### src/cst_ram.sv
// Generic single-write, single-read synchronous RAM with registered read data.
`timescale 1ns / 1ps

module cst_ram #(
    parameter int WIDTH = 8,
    parameter int DEPTH = 16
) (
    input  logic                     clk,
    input  logic                     wr_en,
    input  logic [$clog2(DEPTH)-1:0] wr_addr,
    input  logic [WIDTH-1:0]         wr_data,
    input  logic                     rd_en,
    input  logic [$clog2(DEPTH)-1:0] rd_addr,
    output logic [WIDTH-1:0]         rd_data
);

    logic [WIDTH-1:0] mem [DEPTH];

    // Write port.
    always_ff @(posedge clk)
    begin
        if (wr_en)
        begin
            mem[wr_addr] <= wr_data;
        end
    end

    // Read port; read data is registered.
    always_ff @(posedge clk)
    begin
        if (rd_en)
        begin
            rd_data <= mem[rd_addr];
        end
    end

endmodule

### config.mk
export PLATFORM = sky130hd
export DESIGN_NAME = cst_ram
export DESIGN_NICKNAME = d
export VERILOG_FILES = /design/src/cst_ram.sv
export SDC_FILE = /design/constraint.sdc
export NUM_CORES = 1
export LEC_CHECK = 0
export ABC_AREA = 1
export BUFFER_PORTS_ARGS = -buffer_cell sky130_fd_sc_hd__buf_4
export CAP_MARGIN = 5
export CORE_ASPECT_RATIO = 0.6
export CORE_MARGIN = 5
export CORE_UTILIZATION = 55
export CTS_BUF_LIST = sky130_fd_sc_hd__clkbuf_4
export CTS_CLUSTER_DIAMETER = 80
export CTS_CLUSTER_SIZE = 40
export DETAILED_ROUTE_END_ITERATION = 12
export GPL_TIMING_DRIVEN = 0
export PLACE_DENSITY = 0.74
export SLEW_MARGIN = 40
export SYNTH_ARGS = -nofsm -noshare
export SYNTH_HDL_FRONTEND = slang
export SYNTH_SLANG_ARGS = --single-unit
### constraint.sdc
create_clock -name clk -period 1.3 [get_ports clk]
set_clock_uncertainty 0.15 [all_clocks]
set_input_delay 0.13 -clock clk [delete_from_list [all_inputs] [get_ports clk]]
set_output_delay 0.13 -clock clk [all_outputs]
set_load 0.1 [all_outputs]
==> results.json <==
{
  "synth_area_per_cell_um2": 10.6,
  "synth-warning-count": 0,
  "p_total_uw": 8690,
  "cp_slowest_cell": "edfxtp_1",
  "startpoint": "rd_data[0]",
  "remaining_drc_errors": 0,
  "rsz0062_at_grt": "true",
  "period_needed_ps": 1430,
  "cts_tree": "built",
  "overflow": 0,
  "antenna_cells": 0,
  "vias": 4048,
  "crit_arrival_ps": 1150,
  "path_cells": "buf_6",
  "synth-seq-area-share": 0.698,
  "post_cts_buffers": 0,
  "final-hold-violation-count": 0,
  "crit_family": "flip-flops",
  "area_growth_pct": 16.2,
  "grt_pass1_wl_um": 21600,
  "nFillCells": 799,
  "dieArea_um2": 12900,
  "p_leak_uw": 0.00290,
  "drtPass1Iterations": 5,
  "finalWorstSetupSlack_ps": -134,
  "h-tree-depth": 4,
  "worst_slew_pin_slew_ps": 837,
  "syn_inst": 551,
  "die_h_um": 89.9,
  "via_per_inst": 5.36,
  "p_seq_frac": 0.571,
  "endpoint_kind": "primary output",
  "finalSetupTns_ps": -890,
  "slew_viol_final": 0,
  "peakVddDrop_mv": 0.944,
  "wl_um": 14500,
  "syn_area_um2": 5850,
  "track_usage": 0.234,
  "p_sw_uw": 2140,
  "combPwrFrac": 0.105,
  "clock_path_buffers": 2,
  "max_cap_violations": 0,
  "portBuffers": 23,
  "regToRegStartpoint": "mem[3][5]",
  "violations": "setup timing",
  "clock_sinks": 136,
  "power_frac_clock": 0.324,
  "path_max_fanout": 1,
  "layout.nets": 622,
  "critPathMaxStageDelay_ps": 410,
  "io-pin-count": 27,
  "die_x_um": 143,
  "core_area_um2": 10500,
  "row_count": 29,
  "clkLatencyLatePin_ps": 540,
  "ys_seq_elements": 136,
  "worstHoldStart": "rd_addr[1]",
  "switching_share": 0.246,
  "crit_buf_inv": 1,
  "clock-root-buffer": "clkbuf_4",
  "status": "complete, but fails checks",
  "synth_cell_types": 11,
  "finalSetupViolCount": 8,
  "first_global_vias": 3788,
  "postRouteAntennaNets": 0,
  "critPathRequiredTime_ps": 1020,
  "fin_crit_sh": 1.10,
  "cts_made_buffers": 17,
  "min_path_type": "in2reg",
  "drtIter0Drc": 494,
  "path_class": "reg2out",
  "cts.clk_slew.worst_paths_ps": 120,
  "place_congestion": 0.963,
  "avgRoutedWirePerCell_um": 19.3,
  "startpoint_type": "flip-flop",
  "internal_power_uw": 6550,
  "dp_hpwl_um": 9700,
  "power_density_nw_per_um2": 1280,
  "antenna_found_initial": 0,
  "start_util": 0.558,
  "drive_gt1_frac": 0.188,
  "syn_nets": 570,
  "fmax_mhz": 698,
  "grt_max_degree": 17,
  "slew_headroom": 0.440
}
synth_stat cells:
cell,count,area share
buf_1,1,0.00064
buf_2,13,0.011
nor2_1,17,0.011
buf_4,4,0.0051
nand3b_1,2,0.0026
nand2_1,173,0.11
buf_6,6,0.012
edfxtp_1,136,0.70
inv_2,2,0.0013
nand3_1,97,0.083
inv_1,100,0.064
power by group through the flow:
stage	registers [uW]	logic [uW]	clock network [uW]
floorplan	5210	346	0
global placement	5050	790	0
detailed placement	5060	806	0
CTS	4960	851	2810
global route	4970	974	3030
finish	4960	913	2820
sequential cells by signal, indices dropped and copies added (netlist names):
signal / count
rd_data: 8
mem: 128
cells in the final DEF, fill, tap and decap left out, types with 10 or more instances in the layout:
cell type / n
buf_2: 13
nand3_1: 70
buf_6: 11
inv_1: 99
clkbuf_4: 20
edfxtp_1: 136
nand3_2: 26
dlygate4sd3_1: 10
buf_4: 19
nand2_1: 168
through the flow:
| stage | utilization | instance area (um2) | hold slack, ps | setup WS [ps] | cells |
|---|---|---|---|---|---|
| after floorplan | - | 5850 | 78.9 | 69.2 | 551 |
| after global placement | 0.591 | 6190 | 292 | -487 | 713 |
| after detailed placement | 0.591 | 6200 | 299 | -517 | 713 |
| after CTS | 0.632 | 6630 | 5.80 | -163 | 755 |
| after global routing | 0.648 | 6800 | 58.8 | -189 | 755 |
| final | 0.648 | 6800 | 67.2 | -134 | 755 |
routing by layer:
metal,global-route usage,part of all wire
met2,0.316,0.42
met1,0.360,0.44
met4,0.0657,0.0096
met3,0.0790,0.13
met5,0,0
path summary, 6_finish.rpt:
path	to	cells after the start	slack, ps
worst min register to register	rd_data[0]	6	610
worst max-delay path	rd_data[0]	1	-130
worst max register to register	rd_data[5]	6	20
worst min-delay path	rd_data[0]	5	70
area by class of cell:
cell class | count | area (um2) | share of cell area
inverter | 102 | 383 | 0.0563
clock buffer | 20 | 150 | 0.0221
buffer | 24 | 166 | 0.0245
timing repair buffer | 33 | 314 | 0.0462
sequential | 136 | 4080 | 0.601
tap | 139 | 174 | 0.0256
multi-input combinational | 289 | 1390 | 0.205
clock inverter | 12 | 133 | 0.0195
logic make-up (layout without fill, tap and decap cells):
kind of cell | Yosys count | after routing | synth area share
AND/OR/NAND/NOR | 289 | 289 | 0.208
flip-flops | 136 | 136 | 0.698
buffers and inverters | 126 | 191 | 0.0939
repair_timing:
item / in CTS / in global routing
gates resized for setup: 11 / 34
hold endpoints to repair: 142 / 0
setup endpoints to repair: 11 / 16
hold buffers: 10 / 0
pin swaps: 1 / 9
(Power assumes the default switching activity.)
