<file path="src/cst_pkg.sv">
// Shared types, action codes and constants for the component statistics table.
`timescale 1ns / 1ps

package cst_pkg;

    // Action codes of the command beat; the fourth code behaves as a read.
    localparam logic [1:0] ACT_CLEAR = 2'd0;
    localparam logic [1:0] ACT_ACCUM = 2'd1;
    localparam logic [1:0] ACT_READ  = 2'd2;

    // Configuration register indexes.
    localparam int CFG_INDEX_W = 1;
    localparam logic [CFG_INDEX_W-1:0] REG_IMAGE_WIDTH  = 1'd0;
    localparam logic [CFG_INDEX_W-1:0] REG_IMAGE_HEIGHT = 1'd1;

    // Largest image side that the bounds check admits.
    localparam int MAX_DIMENSION = 2048;

    localparam int DIM_W   = 12;
    localparam int COORD_W = 11;
    localparam int COUNT_W = 23;
    localparam int SUM_W   = 33;

    // One table entry as it is kept in the memory.
    typedef struct packed {
        logic [DIM_W-1:0]   min_x;
        logic [DIM_W-1:0]   max_x;
        logic [DIM_W-1:0]   min_y;
        logic [DIM_W-1:0]   max_y;
        logic [COUNT_W-1:0] count;
        logic [SUM_W-1:0]   col_sum;
        logic [SUM_W-1:0]   row_sum;
    } record_t;

    localparam int RECORD_W = $bits(record_t);

    // Command held while its entry is read back and updated.
    typedef struct packed {
        logic [1:0]         action;
        logic [9:0]         label;
        logic [COORD_W-1:0] x;
        logic [COORD_W-1:0] y;
        logic [7:0]         value;
        logic               in_range;
    } cmd_t;

endpackage

</file>
<file path="src/cst_update.sv">
// Modify step: works out an entry's new record from the old one and the command.
`timescale 1ns / 1ps

module cst_update (
    input  cst_pkg::cmd_t              cmd,
    input  logic [cst_pkg::DIM_W-1:0]  image_width,
    input  logic [cst_pkg::DIM_W-1:0]  image_height,
    input  cst_pkg::record_t           old_rec,
    output cst_pkg::record_t           new_rec,
    output logic                       write_en
);

    import cst_pkg::*;

    logic            pixel_ok;
    logic [SUM_W:0]  col_total;
    logic [SUM_W:0]  row_total;
    logic [DIM_W-1:0] x_ext;
    logic [DIM_W-1:0] y_ext;

    assign x_ext = {1'b0, cmd.x};
    assign y_ext = {1'b0, cmd.y};

    // An object pixel counts only when it lies inside the image.
    assign pixel_ok = (cmd.value == 8'd0)
        && (x_ext < image_width) && (32'(cmd.x) < MAX_DIMENSION)
        && (y_ext < image_height) && (32'(cmd.y) < MAX_DIMENSION);

    // Sums carry one extra bit so that overflow shows as a carry.
    assign col_total = {1'b0, old_rec.col_sum} + (SUM_W + 1)'(cmd.x);
    assign row_total = {1'b0, old_rec.row_sum} + (SUM_W + 1)'(cmd.y);

    // Record after the action; every write is gated by the label check.
    always_comb
    begin
        new_rec  = old_rec;
        write_en = 1'b0;
        unique case (cmd.action)
            ACT_CLEAR:
            begin
                new_rec.min_x   = image_width;
                new_rec.min_y   = image_height;
                new_rec.max_x   = '1;
                new_rec.max_y   = '1;
                new_rec.count   = '0;
                new_rec.col_sum = '0;
                new_rec.row_sum = '0;
                write_en        = 1'b1;
            end
            ACT_ACCUM:
            begin
                if (pixel_ok)
                begin
                    if (x_ext < old_rec.min_x)
                    begin
                        new_rec.min_x = x_ext;
                    end
                    if ($signed(x_ext) > $signed(old_rec.max_x))
                    begin
                        new_rec.max_x = x_ext;
                    end
                    if (y_ext < old_rec.min_y)
                    begin
                        new_rec.min_y = y_ext;
                    end
                    if ($signed(y_ext) > $signed(old_rec.max_y))
                    begin
                        new_rec.max_y = y_ext;
                    end
                    if (old_rec.count != '1)
                    begin
                        new_rec.count = old_rec.count + COUNT_W'(1);
                    end
                    new_rec.col_sum = col_total[SUM_W] ? '1 : col_total[SUM_W-1:0];
                    new_rec.row_sum = row_total[SUM_W] ? '1 : row_total[SUM_W-1:0];
                    write_en        = 1'b1;
                end
            end
            default:
            begin
                // Read and the unused code leave the entry as it is.
                write_en = 1'b0;
            end
        endcase

        // A label beyond the table changes nothing and reports all zeros.
        if (!cmd.in_range)
        begin
            new_rec  = '0;
            write_en = 1'b0;
        end
    end

endmodule

</file>
<file path="config.mk">
export PLATFORM = sky130hd
export DESIGN_NAME = cst_update
export DESIGN_NICKNAME = d
export VERILOG_FILES = /design/src/cst_pkg.sv /design/src/cst_update.sv
export SDC_FILE = /design/constraint.sdc
export NUM_CORES = 1
export LEC_CHECK = 0
export BUFFER_PORTS_ARGS = -buffer_cell sky130_fd_sc_hd__buf_4
export CAP_MARGIN = 25
export CORE_AREA = 2 2 170 89
export DETAILED_ROUTE_END_ITERATION = 16
export DIE_AREA = 0 0 172 91
export PLACE_DENSITY_LB_ADDON = 0.2
export SETUP_SLACK_MARGIN = 0.1
export SLEW_MARGIN = 20
export SYNTH_ARGS = -nofsm -noshare
export SYNTH_HDL_FRONTEND = slang
export SYNTH_SLANG_ARGS = --single-unit
</file>
<file path="constraint.sdc">
create_clock -name vclk -period 3.4
set_input_delay 0.17 -clock vclk [all_inputs]
set_output_delay 0.17 -clock vclk [all_outputs]
set_load 0.05 [all_outputs]
</file>
==> impl_metrics.tcl, run 1 <==
set metrics [dict create \
    setup_viol 0 \
    worstSetupPathType "input port to output port" \
    hpwl_mm 21.71 \
    intPower_w 0.0005295 \
    synth_area_um2 5978 \
    arrival_ns 2.98 \
    holdPathEnd "new_rec[44]" \
    die_width_um 172 \
    vias 8773 \
    yosysWarnings 0 \
    nFlopsAndLatches 0 \
    synthTopCellsByArea "ha_1 18%, a21oi_1 8.0%, o21ai_0 5.8%" \
    cts_hold_buf 0 \
    utilization_pct 63.13 \
    die_h_um 91 \
    p_comb_share_pct 100.0 \
    io_pins 342 \
    fillers 1410 \
    tightest_slew_ns 0.6947 \
    worstHoldStart "old_rec[44]" \
    critPathRequiredTime_ns 3.23 \
    io_buffers 332 \
    antenna_cells 0 \
    setup-tns-final_ns 0 \
    yosys.area.top_type "ha_1" \
    period_minus_slack_ns 3.151 \
    p_per_area_nw_per_um2 159.4 \
    antenna_left 0 \
    grt_max_degree 54 \
    ys_seq_area_share_pct 0 \
    syn_to_final_growth_pct 49.10 \
    antenna_found_initial 0 \
    critPathLaunchType "input port" \
    synthTopCellsByCount "95 x a21oi_1, 85 x ha_1, 85 x inv_1" \
    totalWireLength_mm 26.93 \
    swShare_pct 62.73 \
    placed_area_um2 8828 \
    rows 31 \
    grt_pass1_vias 7862 \
    avgSynthCellArea_um2 6.394 \
    power.leakage_nw 4.254 \
    grt.total_usage_pct 32.16 \
    post-route-period-util_pct 92.68 \
    multi_input_area_um2 5624 \
    synth_top_area_share_pct 17.79 \
    drtIter0Drc 762 \
    switching_power_w 0.0008910 \
    max_slew_margin_pct 53.19 \
    hold_depth 3 \
    hold_slack_ns 0.6916 \
    p_clk_share_pct 0 \
    synth_cells 935 \
    cap_violations 0 \
    layout.nets 1538 \
    clkbuf_count 0 \
    core-area_um2 14120 \
    wl_per_cell_um 18.67 \
    route.detailed.drc 0 \
    synth.distinct_cells 64 \
    seq_power_share_pct 0 \
    max_freq_mhz 317.3 \
    worstSetupEndpointType "output port" \
    drv_slew 0 \
    initial_core_util_pct 42.34 \
    hold_class "input port to output port" \
    register_area_um2 0 \
    fin_area_um2 8914 \
    report.power.total_w 0.001421 \
    drive_above_1_share_pct 33.49 \
    syn_nets 1226 \
    synth.most_common_cell "a21oi_1" \
    avgViaCountPerCell 6.080 \
    grt-ovfl-total 0 \
    die_area_um2 15650 \
    status "complete, no violations" \
    cp_max_fo 4 \
    vdd_drop_max_uv 95.67 \
    gp_congestion 0.9542 \
    firstDrtPassIters 5 \
    grt_pass1_wl_mm 41.41 \
    hold_violations 0 \
    rsz0062_at_grt "no" \
]
[cell families after synthesis]
kind of cell | share of synthesized area, %
compound gates | 38.01
xor+xnor | 4.249
fa+ha+maj | 18.46
buf+inv | 8.707
mux | 0.6698
simple gates | 29.91
[cell type report]
cell class	instances	area share [%]
Inverter	85	3.579
Multi-Input combinational cell	799	63.10
Tap cell	198	2.779
Timing Repair Buffer	361	30.54
[worst max-delay path by stage]
| stage | startpoint | to | slack, ns |
|---|---|---|---|
| floorplan | cmd[20] | new_rec[45] | -0.06 |
| global placement | cmd[10] | new_rec[53] | 0.02 |
| detailed placement | cmd[10] | new_rec[53] | -0.07 |
| CTS | cmd[10] | new_rec[65] | 0.17 |
| global route | cmd[20] | new_rec[53] | 0.12 |
| finish | cmd[20] | new_rec[53] | 0.25 |
[power groups by stage]
| stage | clock (W) | sequential, W | combinational, W |
|---|---|---|---|
| after floorplan | 0 | 0 | 0.000853 |
| after global placement | 0 | 0 | 0.00138 |
| after detailed placement | 0 | 0 | 0.00140 |
| after CTS | 0 | 0 | 0.00140 |
| after global routing | 0 | 0 | 0.00152 |
| final | 0 | 0 | 0.00142 |
[timing repair]
item / 4_1_cts / 5_1_grt
gates resized for setup: 1 / 5
endpoints found under the setup margin: 14 / 61
gates cloned: 0 / 0
pin swaps: 1 / 1
buffers inserted: 2 / 4
[stage by stage]
stage	cells	setup WS, ns
4_1_cts	1439	0.1717
2_1_floorplan	935	-0.05864
3_3_place_gp	1437	0.02073
6_report	1443	0.2489
5_1_grt	1443	0.1165
3_5_place_dp	1437	-0.07496
[per-layer routing]
metal / GRT usage [%] / vias to the layer above / wire length, um / share of wire, %
li1: - / 4192 / - / -
met1: 48.79 / 4067 / 12670 / 47
met2: 47.99 / 480 / 11220 / 42
met3: 4.664 / 34 / 2609 / 9.7
met4: 5.252 / 0 / 433 / 1.6
met5: 0 / - / 0 / 0
[critical path: stages]
cell	delay, ns
buf_4	0.13
ha_1	0.23
fa_1	0.42
a21o_1	0.23
a31oi_1	0.16
o21ai_0	0.18
a211oi_1	0.48
nor4_2	0.14
and3_1	0.30
a311oi_2	0.29
buf_4	0.24
[layout by cell type, fill, tap and decap left out, types with 12 or more instances in the layout]
cell        n
buf_4     360
a21oi_1    94
inv_1      85
ha_1       85
nor2_1     79
o21ai_0    69
nand2_1    56
nor3_1     41
o22ai_1    28
nand3_1    26
o221ai_1   23
and3_1     22
a21o_1     19
nand4_1    18
xor2_1     18
nor3b_1    14
a31oi_1    13
or3_1      13
a211oi_2   13
o21a_1     12
a211oi_1   12
Power figures use the tool's default switching activity.
==> inputs of run 2 (changes only) <==
clock period = 2.5 ns   (was 3.4 ns; I/O delays follow)
==> impl_metrics.tcl, run 2 <==
set metrics [dict create \
    synthTopCellsByCount "95 x a21oi_1, 85 x ha_1, 85 x inv_1" \
    haltStage "clock tree synthesis (4_1_cts)" \
    synth.most_common_cell "a21oi_1" \
    cts_setup_buffers 50 \
    initial_core_util_pct 42.34 \
    synth.distinct_cells 64 \
    firstError "[ERROR DPL-0038] Utilization greater than 100%, impossible to legalize" \
    yosysWarnings 0 \
    io_buffers 332 \
    io_pins 342 \
    synth_area_um2 5978 \
    yosys.area.top_type "ha_1" \
    cts_resized 435 \
    avgSynthCellArea_um2 6.394 \
    gp_congestion 0.9692 \
    synthTopCellsByArea "ha_1 18%, a21oi_1 8.0%, o21ai_0 5.8%" \
    status "did not finish" \
    die_h_um 91 \
    synth_top_area_share_pct 17.79 \
    synth_cells 935 \
    syn_nets 1226 \
    die_width_um 172 \
    rows 31 \
    cts_hold_buf 0 \
    placed_cells 1610 \
    place_ws_ns -0.4329 \
    hpwl_mm 26.79 \
    ys_seq_area_share_pct 0 \
]
[run 2: cells by family after synthesis]
family	count (synthesis)	synth area share, %
AO/OA/AOI/OAI	351	38.01
AND/OR/NAND/NOR	328	29.91
buffers and inverters	136	8.707
adder cells (fa/ha/maj)	87	18.46
XOR/XNOR	29	4.249
multiplexers	4	0.6698
[run 2: stage by stage]
stage,cell area (um2),utilization [%]
detailed placement,11810,83.67
global placement,11810,83.67
floorplan,7735,-
==> inputs of run 3 (changes only) <==
CORE_AREA = 2 2 150 152   (was 2 2 170 89)
DIE_AREA = 0 0 152 154   (was 0 0 172 91)
PLACE_DENSITY_LB_ADDON = 0.15   (was 0.2)
SETUP_SLACK_MARGIN = unset   (was 0.1)
clock period = 3.25 ns   (was 2.5 ns; I/O delays follow)
==> impl_metrics.tcl, run 3 (synthesized netlist as in run 1, its figures left out) <==
set metrics [dict create \
    status "complete, no violations" \
    arrival_ns 2.95 \
    fillers 2345 \
    post-route-period-util_pct 95.62 \
    grt_pass1_wl_mm 43.58 \
    initial_core_util_pct 27.56 \
    crit_start "cmd[24]" \
    period_minus_slack_ns 3.108 \
    vias 8512 \
    crit_slowest_cell "or4_4" \
    crit_cells 10 \
    worstHoldStart "old_rec[11]" \
    die_width_um 152 \
    die_area_um2 23410 \
    max_freq_mhz 321.8 \
    antenna_cells 0 \
    critPathLaunchType "input port" \
    die_h_um 154 \
    tightest_slew_ns 0.7720 \
    crit_end "new_rec[53]" \
    setup_viol 0 \
    layout.nets 1551 \
    firstDrtPassIters 5 \
    worstSetupPathType "input port to output port" \
    io_buffers 332 \
    route.detailed.drc 0 \
    hold_class "input port to output port" \
    final_cell_mix "373 x buf_4, 95 x a21oi_1, 85 x ha_1, 84 x inv_1, 79 x nor2_1" \
    rows 54 \
    p_per_area_nw_per_um2 162.1 \
    wl_per_cell_um 18.33 \
    critical-path-top-delay-family "compound AO/OA/AOI/OAI gates" \
    grt.total_usage_pct 22.24 \
    report.power.total_w 0.001482 \
    crit_top_cell "buf_4" \
    nFlopsAndLatches 0 \
    drtIter0Drc 481 \
    clkbuf_count 0 \
    grt_pass1_vias 7929 \
    gp_congestion 0.8728 \
    power.leakage_nw 4.336 \
    hpwl_mm 22.83 \
    rsz0062_at_grt "no" \
    avgViaCountPerCell 5.534 \
    cp_max_fo 6 \
    antenna_found_initial 0 \
    layout_commonest_cell "buf_4" \
    worstSetupEndpointType "output port" \
    io_pins 342 \
    hold_slack_ns 0.6818 \
    grt_max_degree 56 \
    antenna_left 0 \
    critPathRequiredTime_ns 3.09 \
    drv_slew 0 \
    vdd_drop_max_uv 72.68 \
    totalWireLength_mm 28.18 \
    cp_slowest_stage_delay_ns 0.58 \
    max_slew_margin_pct 48.26 \
    cp_num_buf_inv 2 \
    cap_violations 0 \
    register_area_um2 0 \
    hold_violations 0 \
    crit_chain "buf_4 > ha_1 > o211ai_1 > o21a_1 > a21oi_1 > o21ai_0 > or4_4 > and3_1 > a311oi_2 > buf_4" \
    grt-ovfl-total 0 \
    setup-tns-final_ns 0 \
    drive_above_1_share_pct 34.42 \
    syn_to_final_growth_pct 52.89 \
    core-area_um2 21690 \
]
## run 3: cell type report
class | count | area (um2) | area share (%)
timing repair buffer | 374 | 2820 | 30.86
multi-input combinational | 799 | 5650 | 61.82
inverter | 85 | 319.1 | 3.491
tap | 280 | 350.3 | 3.833
## run 3: worst min-delay path by stage
stage | end | slack [ns] | cells past startpoint
detailed placement | new_rec[11] | 0.68 | 3
global placement | new_rec[53] | 0.68 | 3
floorplan | new_rec[36] | 0.57 | 2
global route | new_rec[11] | 0.70 | 3
CTS | new_rec[11] | 0.68 | 3
finish | new_rec[11] | 0.68 | 3
## run 3: per-stage QoR
| stage | utilization, % | area (um2) | setup slack (ns) | std cells |
|---|---|---|---|---|
| floorplan | - | 6135 | -0.1936 | 935 |
| finish | 42.14 | 9140 | 0.1424 | 1538 |
| global placement | 41.85 | 9076 | -0.09076 | 1533 |
| global route | 42.14 | 9140 | 0.002570 | 1538 |
| detailed placement | 41.87 | 9081 | 0.05937 | 1533 |
| CTS | 41.87 | 9081 | 0.04897 | 1533 |
## run 3: what timing repair did
item,CTS,global route
hold buffers,0,0
setup buffers,0,5
resized for setup,0,5
setup endpoints to repair,0,26
## run 3: layer usage
metal / up-vias / global-route usage, % / share of wire [%]
li1: 4228 / - / -
met1: 3994 / 31.45 / 46
met2: 256 / 37.41 / 47
met3: 34 / 1.635 / 4.3
met4: 0 / 3.872 / 1.9
met5: - / 0 / 0
## run 3: worst min-delay path: stages
cell,delay [ns]
buf_4,0.11
a21oi_1,0.06
buf_4,0.18
## run 3: power breakdown
part / internal (W) / switching [W]
combinational: 0.000558 / 0.000924
sequential: 0 / 0
clock: 0 / 0
==> inputs of run 4 (changes only) <==
BUFFER_PORTS_ARGS = -buffer_cell sky130_fd_sc_hd__clkbuf_2   (was -buffer_cell sky130_fd_sc_hd__buf_4)
==> impl_metrics.tcl, run 4 (synthesized netlist as in run 1, its figures left out) <==
set metrics [dict create \
    hpwl_mm 22.95 \
    grt.busiest_layer "met2" \
    p_per_area_nw_per_um2 162.3 \
    rsz0062_at_grt "yes" \
    io_buffers 332 \
    drive_above_1_share_pct 36.26 \
    register_area_um2 0 \
    grt_util_met1_pct 30.86 \
    antenna_found_initial 0 \
    critical-path-top-delay-family "simple AND/OR/NAND/NOR gates" \
    vias 8605 \
    report.power.total_w 0.001544 \
    die_h_um 154 \
    cp_max_fo 9 \
    arrival_ns 2.92 \
    fin_area_um2 9512 \
    drv_slew 0 \
    antenna_left 0 \
    cap_violations 0 \
    tightest_slew_ns 0.6626 \
    rows 54 \
    nFlopsAndLatches 0 \
    period_minus_slack_ns 3.085 \
    grt_pass1_wl_mm 43.73 \
    worstSetupPathType "input port to output port" \
    status "complete, no violations" \
    max_slew_margin_pct 55.36 \
    cp_slowest_stage_delay_ns 0.46 \
    grt-ovfl-total 0 \
    use_met2_pct 37.71 \
    crit_top_cell "a21oi_1" \
    placed_area_um2 9349 \
    power.leakage_nw 4.480 \
    met3_usage_pct 1.888 \
    crit_chain "clkbuf_2 > ha_1 > a21oi_1 > nor3b_1 > nor4_4 > buf_4 > and4_2 > nand2_4 > or3b_4 > or3_1 > a21oi_1 > buf_12" \
    core-area_um2 21690 \
    clkbuf_count 0 \
    drtIter0Drc 440 \
    crit_cells 12 \
    grt_pass1_vias 8195 \
    final_cell_mix "260 x clkbuf_2, 92 x a21oi_1, 85 x ha_1, 84 x inv_1, 79 x nor2_1" \
    hold_depth 3 \
    hold_class "input port to output port" \
    syn_to_final_growth_pct 59.10 \
    layout_commonest_cell "clkbuf_2" \
    critPathLaunchType "input port" \
    route.detailed.drc 0 \
    post-route-period-util_pct 94.93 \
    io_pins 342 \
    crit_slowest_cell "or3b_4" \
    totalWireLength_mm 28.47 \
    setup_viol 0 \
    initial_core_util_pct 27.56 \
    hold_violations 0 \
    gp_congestion 0.8753 \
    critPathRequiredTime_ns 3.09 \
    die_area_um2 23410 \
    firstDrtPassIters 5 \
    die_width_um 152 \
    cp_num_buf_inv 3 \
    grt.total_usage_pct 22.27 \
    grt_max_degree 55 \
    vdd_drop_max_uv 79.00 \
    max_freq_mhz 324.1 \
    antenna_cells 0 \
    avgViaCountPerCell 5.527 \
    wl_per_cell_um 18.29 \
    layout.nets 1570 \
    worstSetupEndpointType "output port" \
]
run 4: metal layers:
layer / share of wire [%] / up-vias
met5: 0 / -
met4: 2.6 / 0
met3: 5.2 / 46
met2: 47 / 304
met1: 45 / 3995
li1: - / 4260
run 4: path summary, 6_finish.rpt:
path / start / end
worst max-delay path: cmd[29] / new_rec[84]
worst min-delay path: old_rec[53] / new_rec[53]
run 4: what timing repair did:
action / CTS / global route
hold buffers: 0 / 0
cloned: 0 / 1
pin swaps: 1 / 3
buffers inserted: 2 / 6
resized for setup: 0 / 30
endpoints found under the setup margin: 4 / 72
run 4: area by class of cell:
cell class,instances,area (um2)
Multi-Input combinational cell,800,5717
Fill cell,2270,12180
Timing Repair Buffer,392,3126
Inverter,85,319.1
Tap cell,280,350.3
run 4: metrics by stage:
step | util (%) | setup TNS [ns] | setup slack [ns] | hold WS [ns] | cells
6_report | 43.86 | 0 | 0.1647 | 0.7057 | 1557
5_1_grt | 43.86 | -0.03528 | -0.01473 | 0.7232 | 1557
4_1_cts | 43.18 | 0 | 0.008449 | 0.6938 | 1550
3_5_place_dp | 43.11 | 0 | 0.007146 | 0.6914 | 1548
3_3_place_gp | 43.11 | 0 | 0.04723 | 0.6939 | 1548
2_1_floorplan | - | -0.4207 | -0.1936 | 0.5654 | 935
run 4: power by group:
group	switching, W	internal [W]	total (W)
logic	0.000954	0.000590	0.00154
registers	0	0	0
clock network	0	0	0
total	0.000954	0.000590	0.00154
run 4: worst min-delay path: cells and delay by family:
family | cells | cell delay [ns]
compound gates | 1 | 0.13
buf+inv | 2 | 0.25
